===== config.mk =====
export PLATFORM = sky130hd
export DESIGN_NAME = hamming_word_site_counter
export DESIGN_NICKNAME = d
export VERILOG_FILES = /design/src/hdl/hwsc_pkg.sv /design/src/hdl/hamming_word_site_counter.sv /design/src/hdl/hwsc_cell.sv /design/src/hdl/hwsc_tally.sv
export SDC_FILE = /design/constraint.sdc
export NUM_CORES = 1
export LEC_CHECK = 0
export BUFFER_PORTS_ARGS = -buffer_cell sky130_fd_sc_hd__buf_2
export CAP_MARGIN = 40
export CELL_PAD_IN_SITES_DETAIL_PLACEMENT = 1
export CELL_PAD_IN_SITES_GLOBAL_PLACEMENT = 1
export CORE_AREA = 2 2 316 318
export DETAILED_ROUTE_END_ITERATION = 16
export DIE_AREA = 0 0 318 320
export GPL_TIMING_DRIVEN = 0
export PLACE_DENSITY_LB_ADDON = 0.2
export SLEW_MARGIN = 30
export SYNTH_ARGS = -nofsm -noshare
export SYNTH_HDL_FRONTEND = slang
export SYNTH_HIERARCHICAL = 1
export SYNTH_SLANG_ARGS = --single-unit

===== constraint.sdc =====
create_clock -name clock -period 14.05 [get_ports clock]
set_input_delay 2.81 -clock clock [delete_from_list [all_inputs] [get_ports clock]]
set_output_delay 2.81 -clock clock [all_outputs]
set_load 0.03 [all_outputs]

===== src/hdl/hwsc_pkg.sv =====
// ---------------------------------------------------------------------------
// hwsc_pkg: shared types and constants of the Hamming word site counter
// Field widths, register index codes, the links between cells of the window
// row and the lookup of one word character from the two word registers.
// ---------------------------------------------------------------------------
`default_nettype none

package hwsc_pkg;

   localparam int WORD_MAX_DEF = 16;   // default number of window cells
   localparam int SYM_W        = 8;    // character width
   localparam int TOTAL_W      = 16;   // matched sequence count width
   localparam int CFG_W        = 5;    // width / minimum register width
   localparam int CSR_IDX_W    = 8;
   localparam int CSR_DATA_W   = 64;
   localparam int WORD_CHARS   = 16;   // characters held by the word registers

   localparam logic [CSR_IDX_W-1:0] CSR_WORD_LOW  = 8'd0;
   localparam logic [CSR_IDX_W-1:0] CSR_WORD_HIGH = 8'd1;
   localparam logic [CSR_IDX_W-1:0] CSR_WIDTH     = 8'd2;
   localparam logic [CSR_IDX_W-1:0] CSR_MIN_MATCH = 8'd3;

   localparam logic [CFG_W-1:0] WIDTH_RESET     = 5'd8;
   localparam logic [CFG_W-1:0] MIN_MATCH_RESET = 5'd8;
   localparam logic [TOTAL_W-1:0] TOTAL_MAX     = 16'hFFFF;

   // one character handed from a cell to its older neighbor
   typedef struct packed {
      logic [SYM_W-1:0] symbol;
      logic             valid;
   } link_type;

   // control common to the cell row
   typedef struct packed {
      logic shift;
      logic restart;
   } cell_ctrl_type;

   // word character idx; characters past the register pair read as zero
   function automatic logic [SYM_W-1:0] word_char(input logic [CSR_DATA_W-1:0] lo,
                                                  input logic [CSR_DATA_W-1:0] hi,
                                                  input int idx);
      logic [SYM_W-1:0] c;
      c = '0;
      if (idx >= 0 && idx < 8) begin
         c = lo[idx*SYM_W +: SYM_W];
      end else if (idx >= 8 && idx < WORD_CHARS) begin
         c = hi[(idx-8)*SYM_W +: SYM_W];
      end
      return c;
   endfunction

endpackage

`default_nettype wire


===== src/hdl/hamming_word_site_counter.sv =====
// ---------------------------------------------------------------------------
// hamming_word_site_counter: approximate word site counter (Hamming)
// Scans sequences for windows within a mismatch allowance of a set word.
// ---------------------------------------------------------------------------
// One character beat is taken every cycle while req_ready is high. Characters enter a row of
// WORD_MAX cells that shift one place per accepted beat, so the row always
// holds the newest characters of the current sequence; each cell compares
// its character with the word character for its place. The compare vector
// is registered, its equal positions are counted and checked against the
// minimum, and at a sequence end the result beat is written to an output
// register. A beat carrying end_of_sequence goes through the cell row and the
// compare register first. Input is held back only while a result still sits
// unclaimed in the output register and the next result is ready behind it.
// Configuration writes are always taken (csr_ready is high) and take effect
// on the next cycle; write them only while no sequence result is pending.
// ---------------------------------------------------------------------------
`default_nettype none

module hamming_word_site_counter
   import hwsc_pkg::*;
#(
   parameter int WORD_MAX = WORD_MAX_DEF
)
(
   input  wire logic                  clock,
   input  wire logic                  reset,
   input  wire logic                  req_valid,
   output      logic                  req_ready,
   input  wire logic [SYM_W-1:0]      req_symbol,
   input  wire logic                  req_end_of_sequence,
   input  wire logic                  req_end_of_set,
   output      logic                  rsp_valid,
   input  wire logic                  rsp_ready,
   output      logic                  rsp_sequence_matched,
   output      logic [TOTAL_W-1:0]    rsp_matched_count,
   output      logic                  rsp_set_done,
   input  wire logic                  csr_valid,
   output      logic                  csr_ready,
   input  wire logic [CSR_IDX_W-1:0]  csr_index,
   input  wire logic [CSR_DATA_W-1:0] csr_wdata
);

   localparam int CntW = $clog2(WORD_MAX + 1);

   logic [CSR_DATA_W-1:0] word_lo_ff, word_hi_ff;
   logic [CFG_W-1:0]      width_ff, min_ff;

   logic                accept;
   logic                seq_start_ff;
   logic [CntW-1:0]     width_eff;
   logic [WORD_MAX-1:0] eq_vec;
   logic                full;
   link_type            link [WORD_MAX];

   assign csr_ready = 1'b1;

   always_ff @(posedge clock) begin
      if (reset) begin
         word_lo_ff <= '0;
         word_hi_ff <= '0;
         width_ff   <= WIDTH_RESET;
         min_ff     <= MIN_MATCH_RESET;
      end else if (csr_valid) begin
         unique case (csr_index)
            CSR_WORD_LOW:  word_lo_ff <= csr_wdata;
            CSR_WORD_HIGH: word_hi_ff <= csr_wdata;
            CSR_WIDTH:     width_ff   <= csr_wdata[CFG_W-1:0];
            CSR_MIN_MATCH: min_ff     <= csr_wdata[CFG_W-1:0];
            default: ;
         endcase
      end
   end

   // clamp the width to 1 .. WORD_MAX
   always_comb begin
      if (width_ff == '0) begin
         width_eff = CntW'(1);
      end else if (int'(width_ff) > WORD_MAX) begin
         width_eff = CntW'(WORD_MAX);
      end else begin
         width_eff = CntW'(width_ff);
      end
   end

   // mark the first beat of each sequence
   always_ff @(posedge clock) begin
      if (reset) begin
         seq_start_ff <= 1'b1;
      end else if (accept) begin
         seq_start_ff <= req_end_of_sequence;
      end
   end

   for (genvar k = 0; k < WORD_MAX; k++) begin : g_cell
      cell_ctrl_type    ctrl;
      link_type         link_in;
      logic [SYM_W-1:0] cmp_char;
      logic             cmp_en;

      // the oldest window character meets word character 0
      assign cmp_en   = k < int'(width_eff);
      assign cmp_char = word_char(word_lo_ff, word_hi_ff, int'(width_eff) - 1 - k);
      assign ctrl     = '{shift: accept, restart: (k != 0) && seq_start_ff};

      if (k == 0) begin : g_head
         assign link_in = '{symbol: req_symbol, valid: 1'b1};
      end else begin : g_body
         assign link_in = link[k-1];
      end

      hwsc_cell u_cell (
         .clock    (clock),
         .reset    (reset),
         .ctrl     (ctrl),
         .link_in  (link_in),
         .link_out (link[k]),
         .cmp_char (cmp_char),
         .cmp_en   (cmp_en),
         .eq       (eq_vec[k])
      );
   end

   // full window once the cell at the word's oldest place is filled
   always_comb begin
      full = 1'b0;
      for (int k = 0; k < WORD_MAX; k++) begin
         if (k == int'(width_eff) - 1) begin
            full = link[k].valid;
         end
      end
   end

   hwsc_tally #(
      .WORD_MAX (WORD_MAX)
   ) u_tally (
      .clock                (clock),
      .reset                (reset),
      .req_valid            (req_valid),
      .req_ready            (req_ready),
      .req_end_of_sequence  (req_end_of_sequence),
      .req_end_of_set       (req_end_of_set),
      .accept               (accept),
      .eq_vec               (eq_vec),
      .full                 (full),
      .width_eff            (width_eff),
      .min_match            (min_ff),
      .rsp_valid            (rsp_valid),
      .rsp_ready            (rsp_ready),
      .rsp_sequence_matched (rsp_sequence_matched),
      .rsp_matched_count    (rsp_matched_count),
      .rsp_set_done         (rsp_set_done)
   );

endmodule

`default_nettype wire


===== src/hdl/hwsc_cell.sv =====
// ---------------------------------------------------------------------------
// hwsc_cell: one position of the character window
// Holds one character and its fill flag, passes them to the next older cell
// on every shift and compares the held character with its word character.
// ---------------------------------------------------------------------------
`default_nettype none

module hwsc_cell
   import hwsc_pkg::*;
(
   input  wire logic             clock,
   input  wire logic             reset,
   input  wire cell_ctrl_type    ctrl,
   input  wire link_type         link_in,
   output      link_type         link_out,
   input  wire logic [SYM_W-1:0] cmp_char,
   input  wire logic             cmp_en,
   output      logic             eq
);

   logic [SYM_W-1:0] symbol_ff;
   logic             valid_ff;

   always_ff @(posedge clock) begin
      if (reset) begin
         valid_ff <= 1'b0;
      end else if (ctrl.shift) begin
         // a new sequence empties every cell behind the newest one
         valid_ff <= link_in.valid & ~ctrl.restart;
      end
   end

   always_ff @(posedge clock) begin
      if (ctrl.shift) begin
         symbol_ff <= link_in.symbol;
      end
   end

   assign link_out = '{symbol: symbol_ff, valid: valid_ff};
   assign eq       = cmp_en && (symbol_ff == cmp_char);

endmodule

`default_nettype wire


===== src/hdl/hwsc_tally.sv =====
// ---------------------------------------------------------------------------
// hwsc_tally: flow control, window score and per-set count
// Registers the compare vector of the cell row, counts equal positions,
// keeps the per-sequence site flag and the saturating set count, and holds
// the result beat in an output register.
// ---------------------------------------------------------------------------
`default_nettype none

module hwsc_tally
   import hwsc_pkg::*;
#(
   parameter int WORD_MAX = WORD_MAX_DEF,
   localparam int CntW = $clog2(WORD_MAX + 1),
   localparam int CmpW = (CntW > CFG_W) ? CntW : CFG_W
)
(
   input  wire logic               clock,
   input  wire logic               reset,
   input  wire logic               req_valid,
   output      logic               req_ready,
   input  wire logic               req_end_of_sequence,
   input  wire logic               req_end_of_set,
   output      logic               accept,
   input  wire logic [WORD_MAX-1:0] eq_vec,
   input  wire logic               full,
   input  wire logic [CntW-1:0]    width_eff,
   input  wire logic [CFG_W-1:0]   min_match,
   output      logic               rsp_valid,
   input  wire logic               rsp_ready,
   output      logic               rsp_sequence_matched,
   output      logic [TOTAL_W-1:0] rsp_matched_count,
   output      logic               rsp_set_done
);

   // stage 0: tags of the character now in the cell row
   logic s0_valid_ff, s0_eos_ff, s0_eset_ff;
   // stage 1: compare vector
   logic                s1_valid_ff, s1_eos_ff, s1_eset_ff, s1_full_ff;
   logic [WORD_MAX-1:0] s1_eq_ff;
   logic                site_ff;
   logic [TOTAL_W-1:0]  total_ff;
   logic                rsp_valid_ff, rsp_matched_ff, rsp_set_done_ff;
   logic [TOTAL_W-1:0]  rsp_count_ff;

   logic               out_free, s1_move, s1_free, s0_move, s0_free;
   logic [CntW-1:0]    equal_cnt;
   logic               hit, site_now;
   logic [TOTAL_W-1:0] total_in;

   assign out_free = !rsp_valid_ff || rsp_ready;
   assign s1_move  = s1_valid_ff && (!s1_eos_ff || out_free);
   assign s1_free  = !s1_valid_ff || s1_move;
   assign s0_move  = s0_valid_ff && s1_free;
   assign s0_free  = !s0_valid_ff || s0_move;
   assign req_ready = s0_free;
   assign accept    = req_valid && s0_free;

   always_comb begin
      equal_cnt = '0;
      for (int k = 0; k < WORD_MAX; k++) begin
         equal_cnt = equal_cnt + CntW'(s1_eq_ff[k]);
      end
   end

   assign hit = s1_full_ff &&
                ((CmpW'(min_match) > CmpW'(width_eff)) ||
                 (CmpW'(equal_cnt) >= CmpW'(min_match)));
   assign site_now = site_ff | hit;
   assign total_in = (site_now && total_ff != TOTAL_MAX) ? total_ff + 1'b1 : total_ff;

   always_ff @(posedge clock) begin
      if (reset) begin
         s0_valid_ff  <= 1'b0;
         s1_valid_ff  <= 1'b0;
         site_ff      <= 1'b0;
         total_ff     <= '0;
         rsp_valid_ff <= 1'b0;
      end else begin
         if (accept) begin
            s0_valid_ff <= 1'b1;
         end else if (s0_move) begin
            s0_valid_ff <= 1'b0;
         end
         if (s1_free) begin
            s1_valid_ff <= s0_valid_ff;
         end
         if (s1_move) begin
            site_ff <= s1_eos_ff ? 1'b0 : site_now;
            if (s1_eos_ff) begin
               total_ff <= s1_eset_ff ? '0 : total_in;
            end
         end
         if (s1_move && s1_eos_ff) begin
            rsp_valid_ff <= 1'b1;
         end else if (rsp_ready) begin
            rsp_valid_ff <= 1'b0;
         end
      end
   end

   always_ff @(posedge clock) begin
      if (accept) begin
         s0_eos_ff  <= req_end_of_sequence;
         s0_eset_ff <= req_end_of_set;
      end
      if (s1_free) begin
         s1_eos_ff  <= s0_eos_ff;
         s1_eset_ff <= s0_eset_ff;
         s1_full_ff <= full;
         s1_eq_ff   <= eq_vec;
      end
      if (s1_move && s1_eos_ff) begin
         rsp_matched_ff  <= site_now;
         rsp_count_ff    <= total_in;
         rsp_set_done_ff <= s1_eset_ff;
      end
   end

   assign rsp_valid            = rsp_valid_ff;
   assign rsp_sequence_matched = rsp_matched_ff;
   assign rsp_matched_count    = rsp_count_ff;
   assign rsp_set_done         = rsp_set_done_ff;

endmodule

`default_nettype wire


## Word level (Yosys, flattened, before mapping)

Index checks and enable logic that the tools add are counted.

| operators by class | value |
|---|---|
| order comparisons | 83 |
| multiplexer cells | 57 |
| eq/ne operators | 35 |
| shift operators | 32 |
| reductions and logical operators | 73 |
| bitwise gates (word level) | 17 |
| add/sub/neg operators | 47 |

Operators with widths:

| cell | count |
|---|---|
| variable part select 64 x 10 -> 8 bit | 16 |
| variable part select 64 x 32 -> 8 bit | 15 |
| two-way mux 8 bit | 32 |
| == test 8 bit | 16 |
| subtractor 7 x 5 -> 8 bit, second input constant | 15 |
| >= comparator 7 x 1 -> 1 bit, second input constant | 15 |
| >= comparator 7 x 5 -> 1 bit, second input constant | 15 |
| less-than comparator 7 x 5 -> 1 bit, second input constant | 15 |
| less-than comparator 7 x 6 -> 1 bit, second input constant | 15 |
| adder 5 x 1 -> 5 bit | 14 |
| variable part select 64 x 9 -> 8 bit | 1 |
| subtractor 6 x 5 -> 7 bit, second input constant | 8 |
| logical AND 1 bit | 54 |
| == test 5 x 6 -> 1 bit, first input constant | 8 |
| less-than comparator 4 x 5 -> 1 bit, first input constant | 8 |
| logical NOT 32 bit | 1 |
| two-way mux 16 bit | 2 |
| subtractor 6 x 4 -> 7 bit, second input constant | 4 |
| == test 4 x 6 -> 1 bit, first input constant | 4 |
| two-way mux 1 bit | 21 |
| less-than comparator 3 x 5 -> 1 bit, first input constant | 4 |
| adder 16 x 1 -> 16 bit, second input constant | 1 |
| == test 8 x 2 -> 1 bit, second input constant | 2 |
| != test 16 bit, second input constant | 1 |
| 26 further kinds | 57 |

| word-level totals | value |
|---|---|
| input port bits | 87 |
| output and inout port bits | 21 |
| flip-flop bits (word level) | 342 |
| logic and storage cells | 395 |

## Logic depth before layout (Yosys ltp)

Gate-level depths: netlist of run 1.

| depth | value |
|---|---|
| depth in word-level cells | 22 |
| gate-level depth with buffers | 28 |
| gate-level depth less buffers | 19 |

## Modules after synthesis

The synthesis of run 1 kept the hierarchy.

By module, submodules not included:

| module | seq. area each (um^2) | instances | area each (um^2) | cells an instance |
|---|---|---|---|---|
| hamming_word_site_counter | 2,782.7 | 1 | 15,031.9 | 2,089 |
| hwsc_cell | 260.2 | 16 | 381.6 | 25 |
| hwsc_tally | 1,571.5 | 1 | 3,280.6 | 293 |

## Worst setup path before layout of run 1

Ideal clock, no wire load.

| timing | value |
|---|---|
| path kind | input to register |
| from | input port rsp_ready |
| to | register g_cell[0].u_cell.valid_ff |
| library setup time | 0.136 ns |
| setup slack | 3.080 ns |
| stages | 5 |
| data required time | 13.914 ns |
| arrival | 10.834 ns |
| path buffers | 0 |
| cell sequence | nand2b_1 nor2_1 a21oi_1 nand2b_1 a21oi_1 |

| between the ends | value |
|---|---|
| cells in the longest elaborated chain, start to end | 7 |

RTL lines:

| item | RTL line | source |
|---|---|---|
| start, declared | hamming_word_site_counter.sv:33 | `input wire logic rsp_ready,` |
| logical OR 1 bit | hwsc_tally.sv:50 | `assign out_free = !rsp_valid_ff \|\| rsp_ready;` |
| logical OR 1 bit | hwsc_tally.sv:51 | `assign s1_move = s1_valid_ff && (!s1_eos_ff \|\| out_free);` |
| logical AND 1 bit | hwsc_tally.sv:51 |  |
| logical OR 1 bit | hwsc_tally.sv:52 | `assign s1_free = !s1_valid_ff \|\| s1_move;` |
| logical AND 1 bit | hwsc_tally.sv:53 | `assign s0_move = s0_valid_ff && s1_free;` |
| logical OR 1 bit | hwsc_tally.sv:54 | `assign s0_free = !s0_valid_ff \|\| s0_move;` |
| logical AND 1 bit | hwsc_tally.sv:56 | `assign accept = req_valid && s0_free;` |
| via accept | hamming_word_site_counter.sv:48 | `logic accept;` |
| end signal, assigned | hwsc_cell.sv:29 | `valid_ff <= link_in.valid & ~ctrl.restart;` |
| end, declared | hwsc_cell.sv:22 | `logic valid_ff;` |

The timed path passes the listed nets, and every way through them passes these cells.
A chain may end at the register's enable or synchronous reset.

## Final worst setup path of run 1

| timing | value |
|---|---|
| from | register width_ff[4] |
| to | register u_tally.s1_eq_ff[15] (data pin) |

| between the ends | value |
|---|---|
| cells in the longest elaborated chain, start to end | 11 |

RTL lines:

| item | RTL line | source |
|---|---|---|
| start, declared | hamming_word_site_counter.sv:46 | `logic [CFG_W-1:0] width_ff, min_ff;` |
| start signal, assigned | hamming_word_site_counter.sv:67 | `CSR_WIDTH: width_ff <= csr_wdata[CFG_W-1:0];` |
| greater-than comparator 5 bit | hamming_word_site_counter.sv:78 | `end else if (int'(width_ff) > WORD_MAX) begin` |
| two-way mux 5 bit | hamming_word_site_counter.sv:78 |  |
| two-way mux 5 bit * | hamming_word_site_counter.sv:76 | `if (width_ff == '0) begin` |
| subtractor 5 x 1 -> 6 bit * | hamming_word_site_counter.sv:102 | `assign cmp_char = word_char(word_lo_ff, word_hi_ff, int'(width_eff) - 1 - k);` |
| subtractor 6 x 5 -> 7 bit * | hamming_word_site_counter.sv:102 |  |
| subtractor 7 x 5 -> 8 bit, or another cell as far along | hwsc_pkg.sv:48 | `c = hi[(idx-8)*SYM_W +: SYM_W];` |
| variable part select 64 x 32 -> 8 bit / logical AND 1 bit (equally long branches) | hwsc_pkg.sv:48, hwsc_pkg.sv:47 |  |
| two-way mux 8 bit | hwsc_pkg.sv:47 | `end else if (idx >= 8 && idx < WORD_CHARS) begin` |
| two-way mux 8 bit * | hwsc_pkg.sv:45 | `if (idx >= 0 && idx < 8) begin` |
| via g_cell[15].cmp_char[3] | hamming_word_site_counter.sv:97 | `logic [SYM_W-1:0] cmp_char;` |
| == test 8 bit * | hwsc_cell.sv:40 | `assign eq = cmp_en && (symbol_ff == cmp_char);` |
| logical AND 1 bit * | hwsc_cell.sv:40 |  |
| via eq_vec[15] | hamming_word_site_counter.sv:51 | `logic [WORD_MAX-1:0] eq_vec;` |
| end signal, assigned | hwsc_tally.sv:110 | `s1_eq_ff <= eq_vec;` |
| end, declared | hwsc_tally.sv:39 | `logic [WORD_MAX-1:0] s1_eq_ff;` |

Mark *: on every way through the listed nets, which the timed path passes. The rest lies on a longest branch.

==> results of run 1 <==
-- through the flow --
step | setup TNS, ns | std cells | total power, mW | setup slack [ns] | cell area [sq um]
global placement | -70.54 | 4177 | 1.22 | -0.506 | 26600
CTS | 0 | 4302 | 2.37 | 4.16 | 28600
floorplan | 0 | 2785 | 1.17 | 3.08 | 24400
detailed placement | 0 | 4224 | 1.22 | 4.23 | 27100
finish | 0 | 4312 | 2.33 | 3.71 | 28700
global route | 0 | 4311 | 2.42 | 3.59 | 28700
-- power by group --
part | total (mW) | internal (mW) | switching [mW]
Clock | 1.13 | 0.676 | 0.453
Combinational | 0.111 | 0.0430 | 0.0675
Sequential | 1.09 | 1.07 | 0.0202
-- flip-flops by register name (all words and copies together) (netlist names), 16 cells and up --
name / cells
u_tally/s1_eq_ff: 16
word_lo_ff: 64
word_hi_ff: 64
u_tally/rsp_matched_count: 16
u_tally/total_ff: 16
g_cell.u_cell/symbol_ff: 128
g_cell.u_cell/valid_ff: 16
-- logic make-up after synthesis --
group / share of synthesized area
xor+xnor: 0.0591
other cells: 0.000308
buf+inv: 0.0533
flops: 0.349
fa+ha+maj: 0.0395
mux: 0.146
simple gates: 0.183
compound gates: 0.170
-- layout by cell type (no fill, tap or decap), types with 74 or more instances in the layout --
master      n
mux2i_1   281
nand3_1    76
o22ai_1   102
dfxtp_1   175
clkbuf_1  127
buf_2     158
nor2_1     74
edfxtp_1  167
xnor2_1   152
nand2_1   568
a21oi_1   245
-- area by class of cell --
class	instances	area (sq um)	area share
antenna	1	2.50	0.0000873
sequential	342	8520	0.297
clock buffer	65	1300	0.0454
inverter	71	272	0.00947
clock inverter	13	130	0.00454
buffer	207	1030	0.0361
timing repair buffer	161	1110	0.0386
multi-input combinational	2165	14700	0.513
tap	1287	1610	0.0562
-- how the worst max path moves through the flow --
stage / start / to / slack [ns] / cells past startpoint
2_1_floorplan: rsp_ready / g_cell[0].u_cell/valid_ff / 3.08 / 5
3_3_place_gp: rsp_ready / g_cell[13].u_cell/symbol_ff[3] / -0.51 / 4
3_5_place_dp: width_ff[4] / u_tally/s1_eq_ff[15] / 4.23 / 27
4_1_cts: width_ff[4] / u_tally/s1_eq_ff[15] / 4.16 / 27
5_1_grt: width_ff[4] / u_tally/s1_eq_ff[15] / 3.59 / 27
6_report: width_ff[4] / u_tally/s1_eq_ff[15] / 3.71 / 27
-- layer usage --
metal | vias up | GRT usage
li1 | 10548 | -
met2 | 1187 | 0.436
met4 | 0 | 0.189
met1 | 12535 | 0.349
met3 | 350 | 0.0441
met5 | - | 0
==> results.py, run 1 <==
metrics = {
    "floorplanning": {
        "core-area_sq_mm": 0.0980,
        "die_h_microns": 320,
        "die_area_sq_mm": 0.102,
        "io_pins": 108,
        "start_util": 0.249,
        "die_w_microns": 318,
        "placementRows": 115,
    },
    "cts": {
        "hold_buffers": 0,
        "root_buffer": "clkbuf_16",
        "cts_max_level": 2,
        "cts_tree": "yes",
        "cts_buffer_depth": 3,
        "numCtsBuffers": 43,
        "clk_latency_ns": 0.61,
        "path_clk_slew_ns": 0.06,
        "cts_sinks": 342,
        "post_cts_resized": 0,
        "post_cts_buffers": 0,
    },
    "detailed_routing": {
        "post_drt_wl_per_cell_microns": 33.5,
        "wl_met2_mm": 63.7,
        "top_layer_used": "met4",
        "drtIter0Drc": 2472,
        "dr.pass1.iters": 6,
        "wl_met3_mm": 9.50,
        "vias": 24620,
        "wl_met1_mm": 60.2,
        "totalWireLength_mm": 145,
        "ant_nets": 0,
        "post_drt_via_cell_ratio": 5.71,
        "drcViolationCount": 0,
    },
    "critical_path": {
        "crit_type": "flip-flop to flip-flop",
        "cpMaxStageDelayCell": "a22oi_1",
        "reg2reg_slack_ns": 3.71,
        "startpoint_type": "flip-flop",
        "cp.required_ns": 14.48,
        "slowest_delay_ns": 0.70,
        "r2r-end": "u_tally/s1_eq_ff[15]",
        "critPathMaxFanout": 13,
        "end_kind": "flip-flop",
        "path_common_cell": "buf_2",
        "worstRegToRegCells": 27,
        "arrival_ns": 10.77,
        "timing.rr.start": "width_ff[4]",
        "cp_num_buf_inv": 14,
        "critical_path.top_delay_family": "buffers and inverters",
    },
    "yosys": {
        "avgSynthCellArea_sq_um": 8.78,
        "synth_ff_type": "dfxtp_1",
        "synth_common_cells": "nand2_1, mux2i_1, a21oi_1, dfxtp_1, edfxtp_1",
        "synth-seq-cells": 342,
        "synth_edf_count": 167,
        "yosys_warnings": 30,
        "postSynthCellCount": 2782,
        "synth.largest_area_cell": "edfxtp_1",
        "synth.distinct_cells": 100,
        "synth_top_area_frac": 0.205,
        "async_reset_ff_frac": 0,
        "netlist_area_sq_mm": 0.0244,
        "yosysSeqAreaShare": 0.349,
        "yosysMostFrequentCell": "nand2_1",
        "synth_area_leaders": "edfxtp_1, dfxtp_1, mux2i_1, nand2_1, xnor2_1",
    },
    "run_status": {
        "status": "finished clean",
    },
    "run": {
        "cap_viol_max_count": 0,
    },
    "sta": {
        "fin_crit_sh": 0.736,
        "max-slew-margin-rel": 0.352,
        "drv_slew": 0,
        "period_needed_ns": 10.34,
        "rsz0062_at_grt": "no",
        "whs_ns": 0.420,
        "fmax_mhz": 96.7,
        "skew_ns": 0.0169,
        "hold_viol": 0,
        "setup_violations": 0,
        "max_slew.worst_pin.slew_ns": 0.946,
    },
    "power_and_ir_drop": {
        "power_leakage_nw": 10.3,
        "p_per_area_mw_per_mm2": 81.4,
        "peakVddDrop_uv": 69.1,
    },
    "placement": {
        "hpwl_mm": 116,
        "port_buffers": 105,
        "gp_congestion": 1.02,
    },
    "hold_path": {
        "hold_path_depth": 0,
        "hp-start": "u_tally/s0_eos_ff",
        "hold_end": "u_tally/s1_eos_ff",
        "min_path_type": "flip-flop to flip-flop",
    },
    "cells_and_area": {
        "nets": 3149,
        "drive_gt1_frac": 0.135,
        "area_growth_pct": 17.4,
        "fill_cells": 11464,
        "finish.utilization": 0.293,
    },
    "grt": {
        "grt_overflow": 0,
        "grt_max_degree": 30,
        "grt_usage": 0.277,
        "antenna_found_initial": 2,
        "grt_pass1_vias": 24954,
        "grt_pass1_wl_mm": 198,
    },
}
Note: power is estimated with default switching activity, not from simulation.
==> run 2: changes to the inputs <==
ABC_AREA = 1   (was not set)
CORE_AREA = 2 2 319 321   (was 2 2 316 318)
DIE_AREA = 0 0 321 323   (was 0 0 318 320)
clock period = 8.3 ns   (was 14.05 ns; I/O delays follow)
==> run 2 against run 1 <==
Synthesized area grew 2.1%. Fmax grew 28%. Critical path depth is 6 higher. Hold slack improved by 0.018 ns. Combinational power grew to 2.6 times the previous value. Utilization decreased by 0.46 points. Power increased by 74%. Clock skew up 0.011 ns. Non-clock buffer count shrank 22. Setup slack got worse by 3.5 ns. Wire length fell by 2.3%. Critical endpoint is now u_tally/s1_eq_ff[3].
==> results.py, run 2 <==
metrics = {
    "yosys": {
        "yosys_warnings": 30,
        "synthAdderAreaFrac": 0.0382,
        "yosysMostFrequentCell": "nand2_1",
        "yosys.area_share.simple": 0.247,
        "avgSynthCellArea_sq_um": 6.80,
        "muxShareOfSynthArea": 0.00924,
        "synth-seq-cells": 342,
        "synth.largest_area_cell": "edfxtp_1",
        "synth_area_leaders": "edfxtp_1, dfxtp_1, nand2_1, o21ai_0, inv_1",
        "synth_common_cells": "nand2_1, o21ai_0, inv_1, nor2_1, a21oi_1",
        "synth_top_family_by_area": "simple AND/OR/NAND/NOR gates",
        "synth_xor_area_frac": 0.0146,
        "netlist_area_sq_mm": 0.0249,
        "synth_top_area_frac": 0.201,
        "async_reset_ff_frac": 0,
        "yosysSeqAreaShare": 0.342,
        "synth_ff_type": "dfxtp_1",
        "postSynthCellCount": 3667,
        "synth-compound-area-share": 0.228,
        "synth.distinct_cells": 85,
        "synth_edf_count": 167,
    },
    "critical_path": {
        "slowest_delay_ns": 0.67,
        "crit_type": "flip-flop to flip-flop",
        "critPathMaxFanout": 15,
        "startpoint_type": "flip-flop",
        "cp.required_ns": 8.74,
        "arrival_ns": 8.54,
        "cpMaxStageDelayCell": "o41ai_2",
        "end_kind": "flip-flop",
    },
    "cells_and_area": {
        "reg_top3": "g_cell.u_cell/symbol_ff (128), word_hi_ff (64), word_lo_ff (64)",
        "nets": 4020,
        "finish.utilization": 0.288,
        "largest_register_ff_count": 128,
        "final_common_cell": "nand2_1",
        "drive_gt1_frac": 0.113,
        "regMostFlops": "g_cell.u_cell/symbol_ff",
        "final_cell_mix": "nand2_1, inv_1, o21ai_0",
        "area_growth_pct": 16.4,
    },
    "grt": {
        "grt_pass1_wl_mm": 198,
        "grt_overflow": 0,
        "grt_usage": 0.269,
        "antenna_found_initial": 3,
        "grt_max_degree": 27,
        "grt_pass1_vias": 26622,
    },
    "placement": {
        "port_buffers": 106,
        "hpwl_mm": 117,
        "pre_cts_slack_ns": 0.222,
        "gp_congestion": 1.06,
    },
    "power_and_ir_drop": {
        "power_leakage_nw": 12.0,
        "p_per_area_mw_per_mm2": 140,
        "peakVddDrop_uv": 138,
    },
    "sta": {
        "fin_setup_tns_ns": 0,
        "fmax_mhz": 124,
        "max-slew-margin-rel": 0.340,
        "fin_crit_sh": 0.975,
        "max_slew.worst_pin.slew_ns": 0.979,
        "period_needed_ns": 8.10,
        "skew_ns": 0.0280,
        "setup_violations": 0,
        "hold_viol": 0,
        "drv_slew": 0,
        "fin_ws_ns": 0.205,
    },
    "hold_path": {
        "min_path_type": "flip-flop to flip-flop",
    },
    "cts": {
        "clk_latency_ns": 0.63,
        "hold_buffers": 0,
        "path_clk_slew_ns": 0.05,
        "cts_tree": "yes",
        "root_buffer": "clkbuf_16",
        "cts_max_level": 2,
        "cts_buffer_depth": 3,
        "numCtsBuffers": 44,
        "cts_sinks": 342,
    },
    "floorplanning": {
        "die_w_microns": 321,
        "die_area_sq_mm": 0.104,
        "placementRows": 117,
        "start_util": 0.247,
        "io_pins": 108,
        "die_h_microns": 323,
        "core-area_sq_mm": 0.101,
    },
    "detailed_routing": {
        "drcViolationCount": 0,
        "post_drt_wl_per_cell_microns": 27.1,
        "vias": 26837,
        "post_drt_via_cell_ratio": 5.15,
        "ant_nets": 0,
        "dr.pass1.iters": 6,
        "totalWireLength_mm": 141,
        "drtIter0Drc": 2337,
    },
    "run_status": {
        "status": "finished clean",
    },
    "run": {
        "cap_viol_max_count": 0,
    },
}
-- run 2: what timing repair did --
action | 4_1_cts | 5_1_grt
setup buffers | 0 | 0
resized for setup | 0 | 5
setup endpoints to repair | 0 | 1
-- run 2: power by group --
part	switching, mW	internal (mW)	total, mW
clock	0.819	1.10	1.92
sequential	0.0386	1.82	1.86
combinational	0.189	0.0955	0.284
-- run 2: worst paths after layout --
check | from | to | slack (ns) | cells past startpoint
hold / removal | u_tally/s0_eset_ff | u_tally/s1_eset_ff | 0.44 | 0
setup / recovery | width_ff[3] | u_tally/s1_eq_ff[3] | 0.20 | 33
hold reg to reg | u_tally/s0_eset_ff | u_tally/s1_eset_ff | 0.44 | 0
setup reg to reg | width_ff[3] | u_tally/s1_eq_ff[3] | 0.20 | 33
-- run 2: metal layers --
| layer | global-route usage | vias up | part of all wire | wire length (microns) |
|---|---|---|---|---|
| li1 | - | 12478 | - | - |
| met1 | 0.355 | 13137 | 0.44 | 61600 |
| met2 | 0.423 | 951 | 0.44 | 61500 |
| met3 | 0.0373 | 269 | 0.062 | 8770 |
| met4 | 0.152 | 2 | 0.065 | 9230 |
| met5 | 0 | - | 0.000092 | 13 |
-- run 2: per-stage QoR --
step / cell area [sq um] / hold WS [ns] / total power [mW] / instances
2_1_floorplan: 24900 / 0.400 / 2.04 / 3670
3_3_place_gp: 27100 / 0.431 / 2.17 / 5085
3_5_place_dp: 27500 / 0.409 / 2.18 / 5122
4_1_cts: 29000 / 0.446 / 4.12 / 5204
5_1_grt: 29000 / 0.466 / 4.21 / 5208
6_report: 29000 / 0.438 / 4.06 / 5209
-- run 2: cells by family (layout without fill, tap and decap cells) --
family / after synthesis / count (layout)
flip-flops: 342 / 342
XOR/XNOR: 38 / 38
buffers and inverters: 732 / 961
adder cells (fa/ha/maj): 70 / 70
other: 2 / 6
multiplexers: 23 / 23
AND/OR/NAND/NOR: 1448 / 1448
AO/OA/AOI/OAI: 1012 / 1012
-- run 2: final cells by class --
type,instances,area (sq um)
diodes,1,2.50
multi-input cells,2596,13500
flip-flops and latches,342,8520
clock buffers,56,1220
repair buffers,147,945
fillers,12660,71700
inverters,533,2020
well taps,1309,1640
plain buffers,199,1010
clock inverters,26,196
-- run 2: critical path, delay by kind of cell (launching register included) --
kind	cells	cell delay, ns
and+or+nand+nor	11	1.27
AOI/OAI and AO/OA	3	1.02
DFF	1	0.52
buffers and inverters	15	3.80
xor gates and xnor gates	1	0.35
adders and majority gates	3	0.85
